File: src/pidc_pkg.sv
// Package for the discrete PID controller: field widths, fraction format,
// configuration register indexes and internal arithmetic widths.
// No dependencies.
package pidc_pkg;

    // Fixed point format of the gains and of the accumulator.
    localparam int FRACTION_BITS = 8;

    // Widths of the interface fields.
    localparam int DATA_W  = 16;   // setpoint, gains, feedback
    localparam int DRIVE_W = 32;   // drive output
    localparam int CFG_IDX_W = 3;  // configuration register index

    // Widths of the controller state.
    localparam int ERR_W = DATA_W + 1;   // setpoint minus feedback
    localparam int SUM_W = 32;           // saturating error sum
    localparam int ACC_W = 48;           // accumulator with fraction bits

    // Widths of the intermediate arithmetic.
    localparam int D1_W   = ERR_W + 1;       // first difference of the error
    localparam int D2_W   = ERR_W + 2;       // second difference of the error
    localparam int CALC_W = ACC_W + 3;       // headroom before saturation
    localparam int Q_W    = ACC_W - FRACTION_BITS;  // accumulator integer part

    // Rounding bias that turns an arithmetic shift into truncation toward zero.
    localparam logic [ACC_W-1:0] FRAC_MASK = (ACC_W'(1) << FRACTION_BITS) - ACC_W'(1);

    // Configuration register indexes.
    typedef enum logic [CFG_IDX_W-1:0] {
        REG_SETPOINT = 3'd0,
        REG_GAIN_P   = 3'd1,
        REG_GAIN_I   = 3'd2,
        REG_GAIN_D   = 3'd3,
        REG_MODE     = 3'd4
    } cfg_index_t;

endpackage

File: src/pid_controller_incr_or_positional_top.sv
// Top level of the discrete PID controller, incremental or positional form.
// Depends on pidc_pkg for widths, the fraction format and register indexes.
//
// Usage:
// Feedback samples enter on the s_ channel (s_valid/s_ready, s_feedback) and
// one drive value per item leaves on the m_ channel (m_valid/m_ready,
// m_drive). Gains, setpoint and mode are written through cfg_we, cfg_addr
// and cfg_wdata while no item is in flight; writes to unused indexes are
// ignored.
// The block is a three-stage pipeline: an input register, the update stage
// (error, three parallel multiplies, sum and saturation, state write) and
// the drive register (truncation toward zero and 32-bit saturation). An item
// accepted into the input register passes the update stage and then the drive
// register on its way to m_drive, and one item per cycle is taken while the
// receiver keeps up; the sustained rate is set by the single update stage, which closes the state loop.
// When the receiver stalls, m_valid and m_drive hold and the stages behind
// fill up; s_ready drops only once all three stages hold an item.
// Synchronous active-low reset clears the pipeline, the accumulator, the
// error sum and the error history, sets the gains and setpoint to zero and
// selects the incremental form.
module pid_controller_incr_or_positional_top (
    input  logic                                 aclk,
    input  logic                                 aresetn,
    // Configuration write port
    input  logic                                 cfg_we,
    input  logic [pidc_pkg::CFG_IDX_W-1:0]       cfg_addr,
    input  logic [pidc_pkg::DATA_W-1:0]          cfg_wdata,
    // Input channel
    input  logic                                 s_valid,
    output logic                                 s_ready,
    input  logic signed [pidc_pkg::DATA_W-1:0]   s_feedback,
    // Result channel
    output logic                                 m_valid,
    input  logic                                 m_ready,
    output logic signed [pidc_pkg::DRIVE_W-1:0]  m_drive
);

    localparam int DATA_W  = pidc_pkg::DATA_W;
    localparam int DRIVE_W = pidc_pkg::DRIVE_W;
    localparam int ERR_W   = pidc_pkg::ERR_W;
    localparam int SUM_W   = pidc_pkg::SUM_W;
    localparam int ACC_W   = pidc_pkg::ACC_W;
    localparam int D1_W    = pidc_pkg::D1_W;
    localparam int D2_W    = pidc_pkg::D2_W;
    localparam int CALC_W  = pidc_pkg::CALC_W;
    localparam int Q_W     = pidc_pkg::Q_W;
    localparam int PI_W    = DATA_W + SUM_W;   // integral product width
    localparam int PP_W    = DATA_W + D1_W;    // proportional product width
    localparam int PD_W    = DATA_W + D2_W;    // derivative product width

    // Signed limits of the accumulator and of the drive output.
    localparam logic signed [ACC_W-1:0]   ACC_MAX   = {1'b0, {(ACC_W - 1){1'b1}}};
    localparam logic signed [ACC_W-1:0]   ACC_MIN   = {1'b1, {(ACC_W - 1){1'b0}}};
    localparam logic signed [DRIVE_W-1:0] DRIVE_MAX = {1'b0, {(DRIVE_W - 1){1'b1}}};
    localparam logic signed [DRIVE_W-1:0] DRIVE_MIN = {1'b1, {(DRIVE_W - 1){1'b0}}};

    // Configuration registers
    logic signed [DATA_W-1:0] setpoint_reg;
    logic signed [DATA_W-1:0] gain_p_reg;
    logic signed [DATA_W-1:0] gain_i_reg;
    logic signed [DATA_W-1:0] gain_d_reg;
    logic                     mode_incremental_reg;

    // Pipeline registers
    logic                     in_valid_reg;
    logic signed [DATA_W-1:0] in_feedback_reg;
    logic                     upd_valid_reg;
    logic                     m_valid_reg;
    logic signed [DRIVE_W-1:0] m_drive_reg;

    // Controller state
    logic signed [ACC_W-1:0]  accumulator_reg, accumulator_next;
    logic signed [SUM_W-1:0]  error_sum_reg, error_sum_next;
    logic signed [ERR_W-1:0]  last_error_reg, last_error_next;
    logic signed [ERR_W-1:0]  prior_error_reg, prior_error_next;

    // Handshake and stage advance
    logic out_adv;
    logic upd_ready;
    logic upd_adv;
    logic in_adv;

    // Update stage datapath
    logic signed [ERR_W-1:0]  err;
    logic signed [D1_W-1:0]   diff1;
    logic signed [D2_W-1:0]   diff2;
    logic signed [SUM_W:0]    sum_wide;
    logic signed [SUM_W-1:0]  sum_sat;
    logic signed [D1_W-1:0]   op_p;
    logic signed [SUM_W-1:0]  op_i;
    logic signed [D2_W-1:0]   op_d;
    logic signed [PP_W-1:0]   prod_p;
    logic signed [PI_W-1:0]   prod_i;
    logic signed [PD_W-1:0]   prod_d;
    logic signed [CALC_W-1:0] terms;
    logic signed [CALC_W-1:0] acc_wide;

    // Drive stage datapath
    logic signed [ACC_W-1:0]  acc_biased;
    logic signed [Q_W-1:0]    acc_int;
    logic signed [DRIVE_W-1:0] drive_next;

    // Stage advance: each stage moves on when the one ahead is empty or moving.
    assign out_adv   = upd_valid_reg && (!m_valid_reg || m_ready);
    assign upd_ready = !upd_valid_reg || out_adv;
    assign upd_adv   = in_valid_reg && upd_ready;
    assign s_ready   = !in_valid_reg || upd_adv;
    assign in_adv    = s_valid && s_ready;

    assign m_valid = m_valid_reg;
    assign m_drive = m_drive_reg;

    // Error and its differences for the current item.
    always_comb begin
        err   = ERR_W'(setpoint_reg) - ERR_W'(in_feedback_reg);
        diff1 = D1_W'(err) - D1_W'(last_error_reg);
        diff2 = D2_W'(err) - (D2_W'(last_error_reg) <<< 1) + D2_W'(prior_error_reg);
    end

    // Saturating error sum, used by the positional form only.
    always_comb begin
        sum_wide = (SUM_W + 1)'(error_sum_reg) + (SUM_W + 1)'(err);
        if (sum_wide[SUM_W] != sum_wide[SUM_W-1]) begin
            sum_sat = sum_wide[SUM_W] ? {1'b1, {(SUM_W - 1){1'b0}}}
                                      : {1'b0, {(SUM_W - 1){1'b1}}};
        end else begin
            sum_sat = sum_wide[SUM_W-1:0];
        end
    end

    // Three shared multipliers; the mode picks each gain's operand.
    always_comb begin
        if (mode_incremental_reg) begin
            op_p = diff1;
            op_i = SUM_W'(err);
            op_d = diff2;
        end else begin
            op_p = D1_W'(err);
            op_i = sum_sat;
            op_d = D2_W'(diff1);
        end
        prod_p = PP_W'(gain_p_reg) * PP_W'(op_p);
        prod_i = PI_W'(gain_i_reg) * PI_W'(op_i);
        prod_d = PD_W'(gain_d_reg) * PD_W'(op_d);
        terms  = CALC_W'(prod_p) + CALC_W'(prod_i) + CALC_W'(prod_d);
    end

    // New accumulator value, saturated to its own width.
    always_comb begin
        if (mode_incremental_reg) begin
            acc_wide = CALC_W'(accumulator_reg) + terms;
        end else begin
            acc_wide = terms;
        end
        if (acc_wide > CALC_W'(ACC_MAX)) begin
            accumulator_next = ACC_MAX;
        end else if (acc_wide < CALC_W'(ACC_MIN)) begin
            accumulator_next = ACC_MIN;
        end else begin
            accumulator_next = acc_wide[ACC_W-1:0];
        end
    end

    // History and error sum updates per form.
    always_comb begin
        last_error_next = err;
        if (mode_incremental_reg) begin
            error_sum_next   = error_sum_reg;
            prior_error_next = last_error_reg;
        end else begin
            error_sum_next   = sum_sat;
            prior_error_next = prior_error_reg;
        end
    end

    // Drive: integer part truncated toward zero, then saturated to 32 bits.
    always_comb begin
        acc_biased = accumulator_reg[ACC_W-1] ? accumulator_reg + ACC_W'(pidc_pkg::FRAC_MASK)
                                              : accumulator_reg;
        acc_int = acc_biased[ACC_W-1:pidc_pkg::FRACTION_BITS];
        if (acc_int > Q_W'(DRIVE_MAX)) begin
            drive_next = DRIVE_MAX;
        end else if (acc_int < Q_W'(DRIVE_MIN)) begin
            drive_next = DRIVE_MIN;
        end else begin
            drive_next = acc_int[DRIVE_W-1:0];
        end
    end

    // Configuration registers.
    always_ff @(posedge aclk) begin
        if (!aresetn) begin
            setpoint_reg         <= '0;
            gain_p_reg           <= '0;
            gain_i_reg           <= '0;
            gain_d_reg           <= '0;
            mode_incremental_reg <= 1'b1;
        end else if (cfg_we) begin
            unique case (pidc_pkg::cfg_index_t'(cfg_addr))
                pidc_pkg::REG_SETPOINT: setpoint_reg         <= cfg_wdata;
                pidc_pkg::REG_GAIN_P:   gain_p_reg           <= cfg_wdata;
                pidc_pkg::REG_GAIN_I:   gain_i_reg           <= cfg_wdata;
                pidc_pkg::REG_GAIN_D:   gain_d_reg           <= cfg_wdata;
                pidc_pkg::REG_MODE:     mode_incremental_reg <= cfg_wdata[0];
                default: ;
            endcase
        end
    end

    // Pipeline valid bits and controller state.
    always_ff @(posedge aclk) begin
        if (!aresetn) begin
            in_valid_reg    <= 1'b0;
            upd_valid_reg   <= 1'b0;
            m_valid_reg     <= 1'b0;
            accumulator_reg <= '0;
            error_sum_reg   <= '0;
            last_error_reg  <= '0;
            prior_error_reg <= '0;
        end else begin
            if (s_ready) begin
                in_valid_reg <= s_valid;
            end
            if (upd_ready) begin
                upd_valid_reg <= in_valid_reg;
            end
            if (!m_valid_reg || m_ready) begin
                m_valid_reg <= upd_valid_reg;
            end
            if (upd_adv) begin
                accumulator_reg <= accumulator_next;
                error_sum_reg   <= error_sum_next;
                last_error_reg  <= last_error_next;
                prior_error_reg <= prior_error_next;
            end
        end
    end

    // Payload registers.
    always_ff @(posedge aclk) begin
        if (in_adv) begin
            in_feedback_reg <= s_feedback;
        end
        if (out_adv) begin
            m_drive_reg <= drive_next;
        end
    end

    // An empty input stage always takes an item.
    assert property (@(posedge aclk) disable iff (!aresetn)
        !in_valid_reg |-> s_ready)
        else $error("input stage empty but s_ready low");

    // The controller state moves only when an item passes the update stage.
    assert property (@(posedge aclk) disable iff (!aresetn)
        !upd_adv |=> $stable(accumulator_reg) && $stable(error_sum_reg)
                     && $stable(last_error_reg) && $stable(prior_error_reg))
        else $error("controller state changed without an item");

    // The positional form leaves the older error untouched.
    assert property (@(posedge aclk) disable iff (!aresetn)
        upd_adv && !mode_incremental_reg |=> $stable(prior_error_reg))
        else $error("positional step changed prior error");

    // A result appears only after an item sat in the update stage.
    assert property (@(posedge aclk) disable iff (!aresetn)
        $rose(m_valid_reg) |-> $past(upd_valid_reg))
        else $error("result valid without an item in the update stage");

endmodule

File: config.mk
export PLATFORM = sky130hd
export DESIGN_NAME = pid_controller_incr_or_positional_top
export DESIGN_NICKNAME = d
export VERILOG_FILES = /design/src/pidc_pkg.sv /design/src/pid_controller_incr_or_positional_top.sv
export SDC_FILE = /design/constraint.sdc
export NUM_CORES = 2
export LEC_CHECK = 0
export ABC_AREA = 1
export BUFFER_PORTS_ARGS = -buffer_cell sky130_fd_sc_hd__buf_4
export CAP_MARGIN = 40
export CELL_PAD_IN_SITES_DETAIL_PLACEMENT = 2
export CELL_PAD_IN_SITES_GLOBAL_PLACEMENT = 2
export CORE_MARGIN = 5
export CORE_UTILIZATION = 40
export DETAILED_ROUTE_END_ITERATION = 6
export PLACE_DENSITY_LB_ADDON = 0.1
export SYNTH_ARGS = -nofsm -noshare
export SYNTH_HDL_FRONTEND = slang
export SYNTH_SLANG_ARGS = --single-unit
File: constraint.sdc
create_clock -name aclk -period 27.4 [get_ports aclk]
set_clock_uncertainty 0.2 [all_clocks]
set_input_delay 1.37 -clock aclk [delete_from_list [all_inputs] [get_ports aclk]]
set_output_delay 1.37 -clock aclk [all_outputs]
set_load 0.02 [all_outputs]
After elaboration in Yosys (flattened, before gate mapping)
Index checks and enable logic that the tools add are counted.
Widths: inputs -> output; s select.
Word-level totals
  flip-flop bits (word level): 230
  bits of input ports: 40
  output and inout port bits: 34
  word-level logic and storage cells: 63
Operators by class
  add/subtract/negate cells: 9
  multiply operators: 3
  order comparisons: 4
  equality and inequality tests: 5
  multiplexer cells: 10
  bitwise operators: 1
  reductions and logical operators: 17
Operators with widths (count)
  $mux 48: 3
  $mux 32: 4
  $add 48x50->51: 1
  $gt 51x48->1 const B: 1
  $lt 51x48->1 const B: 1
  $mux 51: 1
  $add 49x35->50: 1
  $add 34x48->49: 1
  $add 48x8->48 const B: 1
  $mul 16x32->48: 1
  $gt 40x32->1 const B: 1
  $lt 40x32->1 const B: 1
  $mul 16x19->35: 1
  $mul 16x18->34: 1
  $add 32x17->33: 1
  $add 19x17->19: 1
  $mux 19: 1
  $sub 17x18->19: 1
  $mux 18: 1
  $sub 17x17->18: 1
  $sub 16x16->17: 1
  $reduce_and 2->1: 7
  $eq 3x2->1 const B: 2
  $eq 3x1->1 const B: 1
  other kinds (7): 13

Longest topological paths before layout
  depth after elaboration: 13
  mapped depth: 81
  mapped depth without buffers: 77

Least setup slack after synthesis
Ideal clock, no wire load.
  path type: reg2reg
  start point: reg in_feedback_reg[0]
  end point: reg accumulator_reg[10]
  library setup time: 70 ps
  arrival time: 13354 ps
  data required time: 27130 ps
  path slack: 13776 ps
  stages on the path, launching flop included: 65
  path buffers: 3
  clock period less this slack: 13624 ps
  cell sequence: edfxtp_1 -> ha_1 -> fa_1 -> nand3b_1 -> nand2_1 -> nand3_1 -> nand3_1 -> a21oi_1 -> o21bai_1 -> nand2_1 -> a22oi_2 -> inv_1 -> fa_1 -> ha_1 -> inv_1 -> nor3_1 -> nor3b_1 -> nand4_1 -> [... 29 more ...] -> nand2_1 -> inv_1 -> nand2_1 -> nor3_1 -> nand2_1 -> nor2_1 -> nand2_1 -> nand3_1 -> nand2_1 -> nand3_1 -> nand2_1 -> nor2_1 -> nand2_1 -> nand2_2 -> buf_6 -> buf_6 -> nand3_1 -> a21oi_1
On the way
  longest elaborated chain between the ends: 13
  elaborated cells on any way between the ends: 22
  classes of those cells: 8 x add/sub; 3 x mul; 2 x order compare; 1 x eq/ne; 8 x mux
RTL lines
  from (decl): RTL line pid_controller_incr_or_positional_top.sv:66  | logic signed [DATA_W-1:0] in_feedback_reg;
  from (signal assigned): RTL line pid_controller_incr_or_positional_top.sv:242  | in_feedback_reg <= s_feedback;
  $sub 16x16->17 (*): RTL line pid_controller_incr_or_positional_top.sv:115  | err = ERR_W'(setpoint_reg) - ERR_W'(in_feedback_reg);
  via err[16]: RTL line pid_controller_incr_or_positional_top.sv:84  | logic signed [ERR_W-1:0] err;
  $add 32x17->33: RTL line pid_controller_incr_or_positional_top.sv:122  | sum_wide = (SUM_W + 1)'(error_sum_reg) + (SUM_W + 1)'(err);
  $mux 32 / $ne 1x1->1 (equally long branches): RTL line pid_controller_incr_or_positional_top.sv:124, pid_controller_incr_or_positional_top.sv:123
  $mux 32: RTL line pid_controller_incr_or_positional_top.sv:123  | if (sum_wide[SUM_W] != sum_wide[SUM_W-1]) begin
  $mux 32: RTL line pid_controller_incr_or_positional_top.sv:133  | if (mode_incremental_reg) begin
  $mul 16x32->48: RTL line pid_controller_incr_or_positional_top.sv:143  | prod_i = PI_W'(gain_i_reg) * PI_W'(op_i);
  $add 34x48->49: RTL line pid_controller_incr_or_positional_top.sv:145  | terms = CALC_W'(prod_p) + CALC_W'(prod_i) + CALC_W'(prod_d);
  $add 49x35->50 (*): RTL line pid_controller_incr_or_positional_top.sv:145
  $add 48x50->51: RTL line pid_controller_incr_or_positional_top.sv:151  | acc_wide = CALC_W'(accumulator_reg) + terms;
  $mux 51 (*): RTL line pid_controller_incr_or_positional_top.sv:150  | if (mode_incremental_reg) begin
  $lt 51x48->1: RTL line pid_controller_incr_or_positional_top.sv:157  | end else if (acc_wide < CALC_W'(ACC_MIN)) begin
  $mux 48: RTL line pid_controller_incr_or_positional_top.sv:157
  $mux 48 (*): RTL line pid_controller_incr_or_positional_top.sv:155  | if (acc_wide > CALC_W'(ACC_MAX)) begin
  to (signal assigned): RTL line pid_controller_incr_or_positional_top.sv:231  | accumulator_reg <= accumulator_next;
  to (decl): RTL line pid_controller_incr_or_positional_top.sv:72  | logic signed [ACC_W-1:0] accumulator_reg, accumulator_next;
The timed path passes the listed nets; every way through them passes the cells marked *.
A chain may end at the register's enable or synchronous reset.

Worst setup path in the final report
  start point: reg in_feedback_reg[0]
  end point: reg accumulator_reg[9]
The elaborated chain is that of the path after synthesis.

==> impl_metrics.toml <==
[timing]
setup-tns-final_ns = 0
period_needed_ns = 16.98
setup_violations = 0
hold_ws_ns = 0.275
worstMarginPinSlew_ns = 0.989
finalHoldViolations = 0
relSlewSlack = 0.340
max_freq_ghz = 0.0589
fin_crit_sh = 0.620
rsz0062_at_grt = "no"
timing.final.max_slew_violations = 0

[clock_network]
cts_root_buffer = "clkbuf_16"
clk_pin_slew_ns = 0.06
cts_setup_buffers = 0
cts_buffers = 35
cts_buffer_depth = 3
clock_latency_ns = 0.64
cts_tree = "yes"
cts.sinks = 230
htree_num_levels = 2
cts_hold_buffers = 0
cts_resized = 0

[drt]
via_count = 53755
drtPass1Iterations = 5
drt_wl_total_um = 277000
ant_nets = 0
drt-initial-drc-count = 3246
drc = 0
routed_via_density = 5.42
wl_per_cell_um = 28.0

[cells_and_area]
largest_reg_flops = 48
finalNetCount = 9573
drive_above_1_share = 0.0531
fillerInstances = 17678
instances_no_fill = 9915
stdcell_area_um2 = 66000
synthToLayoutAreaGrowth_pct = 6.57

[die]
start_util = 0.402
core-area_um2 = 154000
num_rows = 144
dieArea_um2 = 163000
die_w_um = 403
ios = 74
die_h_um = 403

[setup_path]
path_buf_inv = 10
crit_start = "in_feedback_reg[0]$_DFFE_PP_"
crit_required_ns = 27.70
start_kind = "register"
critical_path.slowest_cell = "fa_1"
path_max_fanout = 24
crit_arrival_ns = 17.28
crit_family = "adder cells"
end_kind = "register"
r2r_start = "in_feedback_reg[0]$_DFFE_PP_"
crit_path_max_incr_delay_ns = 0.62
worstSetupPathType = "reg2reg"

[logic_synthesis]
async_reset_ff_frac = 0
synth_area_per_cell_um2 = 7.85
synthCells = 7888
synth-main-ff-cell = "dfxtp_1"
ys_seq_area_frac = 0.0821
synth_common_cells = "inv_1 (1,846), nand2_1 (1,717), fa_1 (1,324)"
syn_area_um2 = 61900
synth_area_leader_cell = "fa_1"
synth_area_leaders = "fa_1 (43%), inv_1 (11%), nand2_1 (10%)"
yosys_register_bits = 230
syn-num-nets = 9618
ys_types = 59
yosysMostFrequentCell = "inv_1"
synth_edf_count = 48
netlist.area_leader.share = 0.428
yosysWarnings = 0

[placement]
dpl-instance-area_um2 = 64800
placed_cells = 9849
dp_hpwl_um = 242000
gp_congestion = 0.976
io_buffer_count = 73

[grt]
gr-usage-all-layers = 0.344
grt_max_degree = 127
grt_antenna_before_repair = 15
grt_pass1_vias = 63225
grt-ovfl-total = 0
grt_pass1_wl_um = 415000

[worst_hold_path]
hp-class = "reg2reg"
min_from = "setpoint_reg[0]$_SDFFE_PN0P_"

[status]
status = "completed"

[flow_run]
max_cap_violations = 0
worst paths after layout:
| path | endpoint | slack [ns] | cells past startpoint |
|---|---|---|---|
| worst max-delay path | accumulator_reg[9]$_SDFFE_PN0P_ | 10.42 | 60 |
| worst min-delay path | setpoint_reg[0]$_SDFFE_PN0P_ | 0.27 | 2 |
| worst max register to register | accumulator_reg[9]$_SDFFE_PN0P_ | 10.42 | 60 |
| worst min register to register | setpoint_reg[0]$_SDFFE_PN0P_ | 0.27 | 2 |
final cells by class:
| class | count | area (um^2) | area share |
|---|---|---|---|
| Clock inverter | 18 | 188 | 0.00284 |
| Tap cell | 2044 | 2560 | 0.0388 |
| Inverter | 1884 | 7070 | 0.107 |
| Antenna cell | 2 | 5.00 | 0.0000758 |
| Sequential cell | 230 | 5090 | 0.0771 |
| Timing Repair Buffer | 162 | 1430 | 0.0217 |
| Multi-Input combinational cell | 5530 | 48700 | 0.738 |
| Clock buffer | 45 | 943 | 0.0143 |
stage by stage:
stage / utilization / setup WS [ns]
detailed placement: 0.421 / 10.64
global route: 0.428 / 9.33
global placement: 0.418 / 10.04
floorplan: - / 13.78
finish: 0.428 / 10.42
CTS: 0.428 / 10.44
kinds of logic (layout without fill, tap and decap cells):
group	after synthesis	in the layout	synth area share
xor+xnor	124	124	0.0177
other cells	0	2	0
fa+ha+maj	1690	1690	0.502
flops	230	230	0.0821
mux	1	1	0.000162
buf+inv	2128	2109	0.132
simple gates	2925	2925	0.197
compound gates	790	790	0.0692
layer usage:
layer	vias up	wire length, um	track usage
met5	-	0	0
met4	0	22600	0.216
met3	534	13900	0.0491
met2	1362	135000	0.592
met1	28502	105000	0.405
li1	23357	-	-
cells in the final DEF, fill, tap and decap left out, types with 7 or more instances in the layout:
cell type,instances
clkbuf_1,7
fa_1,1324
nand2_2,47
inv_1,1845
nand2_4,7
xor2_1,76
nor4_1,11
a31oi_1,12
ha_1,366
nand2_1,1715
o21bai_1,36
nand4_1,45
clkbuf_16,35
o211ai_1,15
xnor2_1,47
o21ai_0,240
or2_2,68
a21oi_2,10
edfxtp_1,48
nor2_1,607
a21o_1,14
a21oi_1,411
and2_1,11
nand3_1,320
clkinv_2,7
clkinv_1,14
buf_8,7
nand3b_1,12
nand3_2,10
o21ai_1,20
buf_4,145
nor3_1,51
inv_2,26
dfxtp_1,181
worst reg2reg max path: cells and delay by family (launching register included):
family | cells | cell delay (ns)
compound gates | 7 | 1.34
buf+inv | 10 | 2.43
simple gates | 28 | 5.24
fa+ha+maj | 15 | 7.31
flops | 1 | 0.37
Power is left out: the tool's default activity adds up to more than one toggle a clock period on the data nets, which glitch-free logic cannot reach.
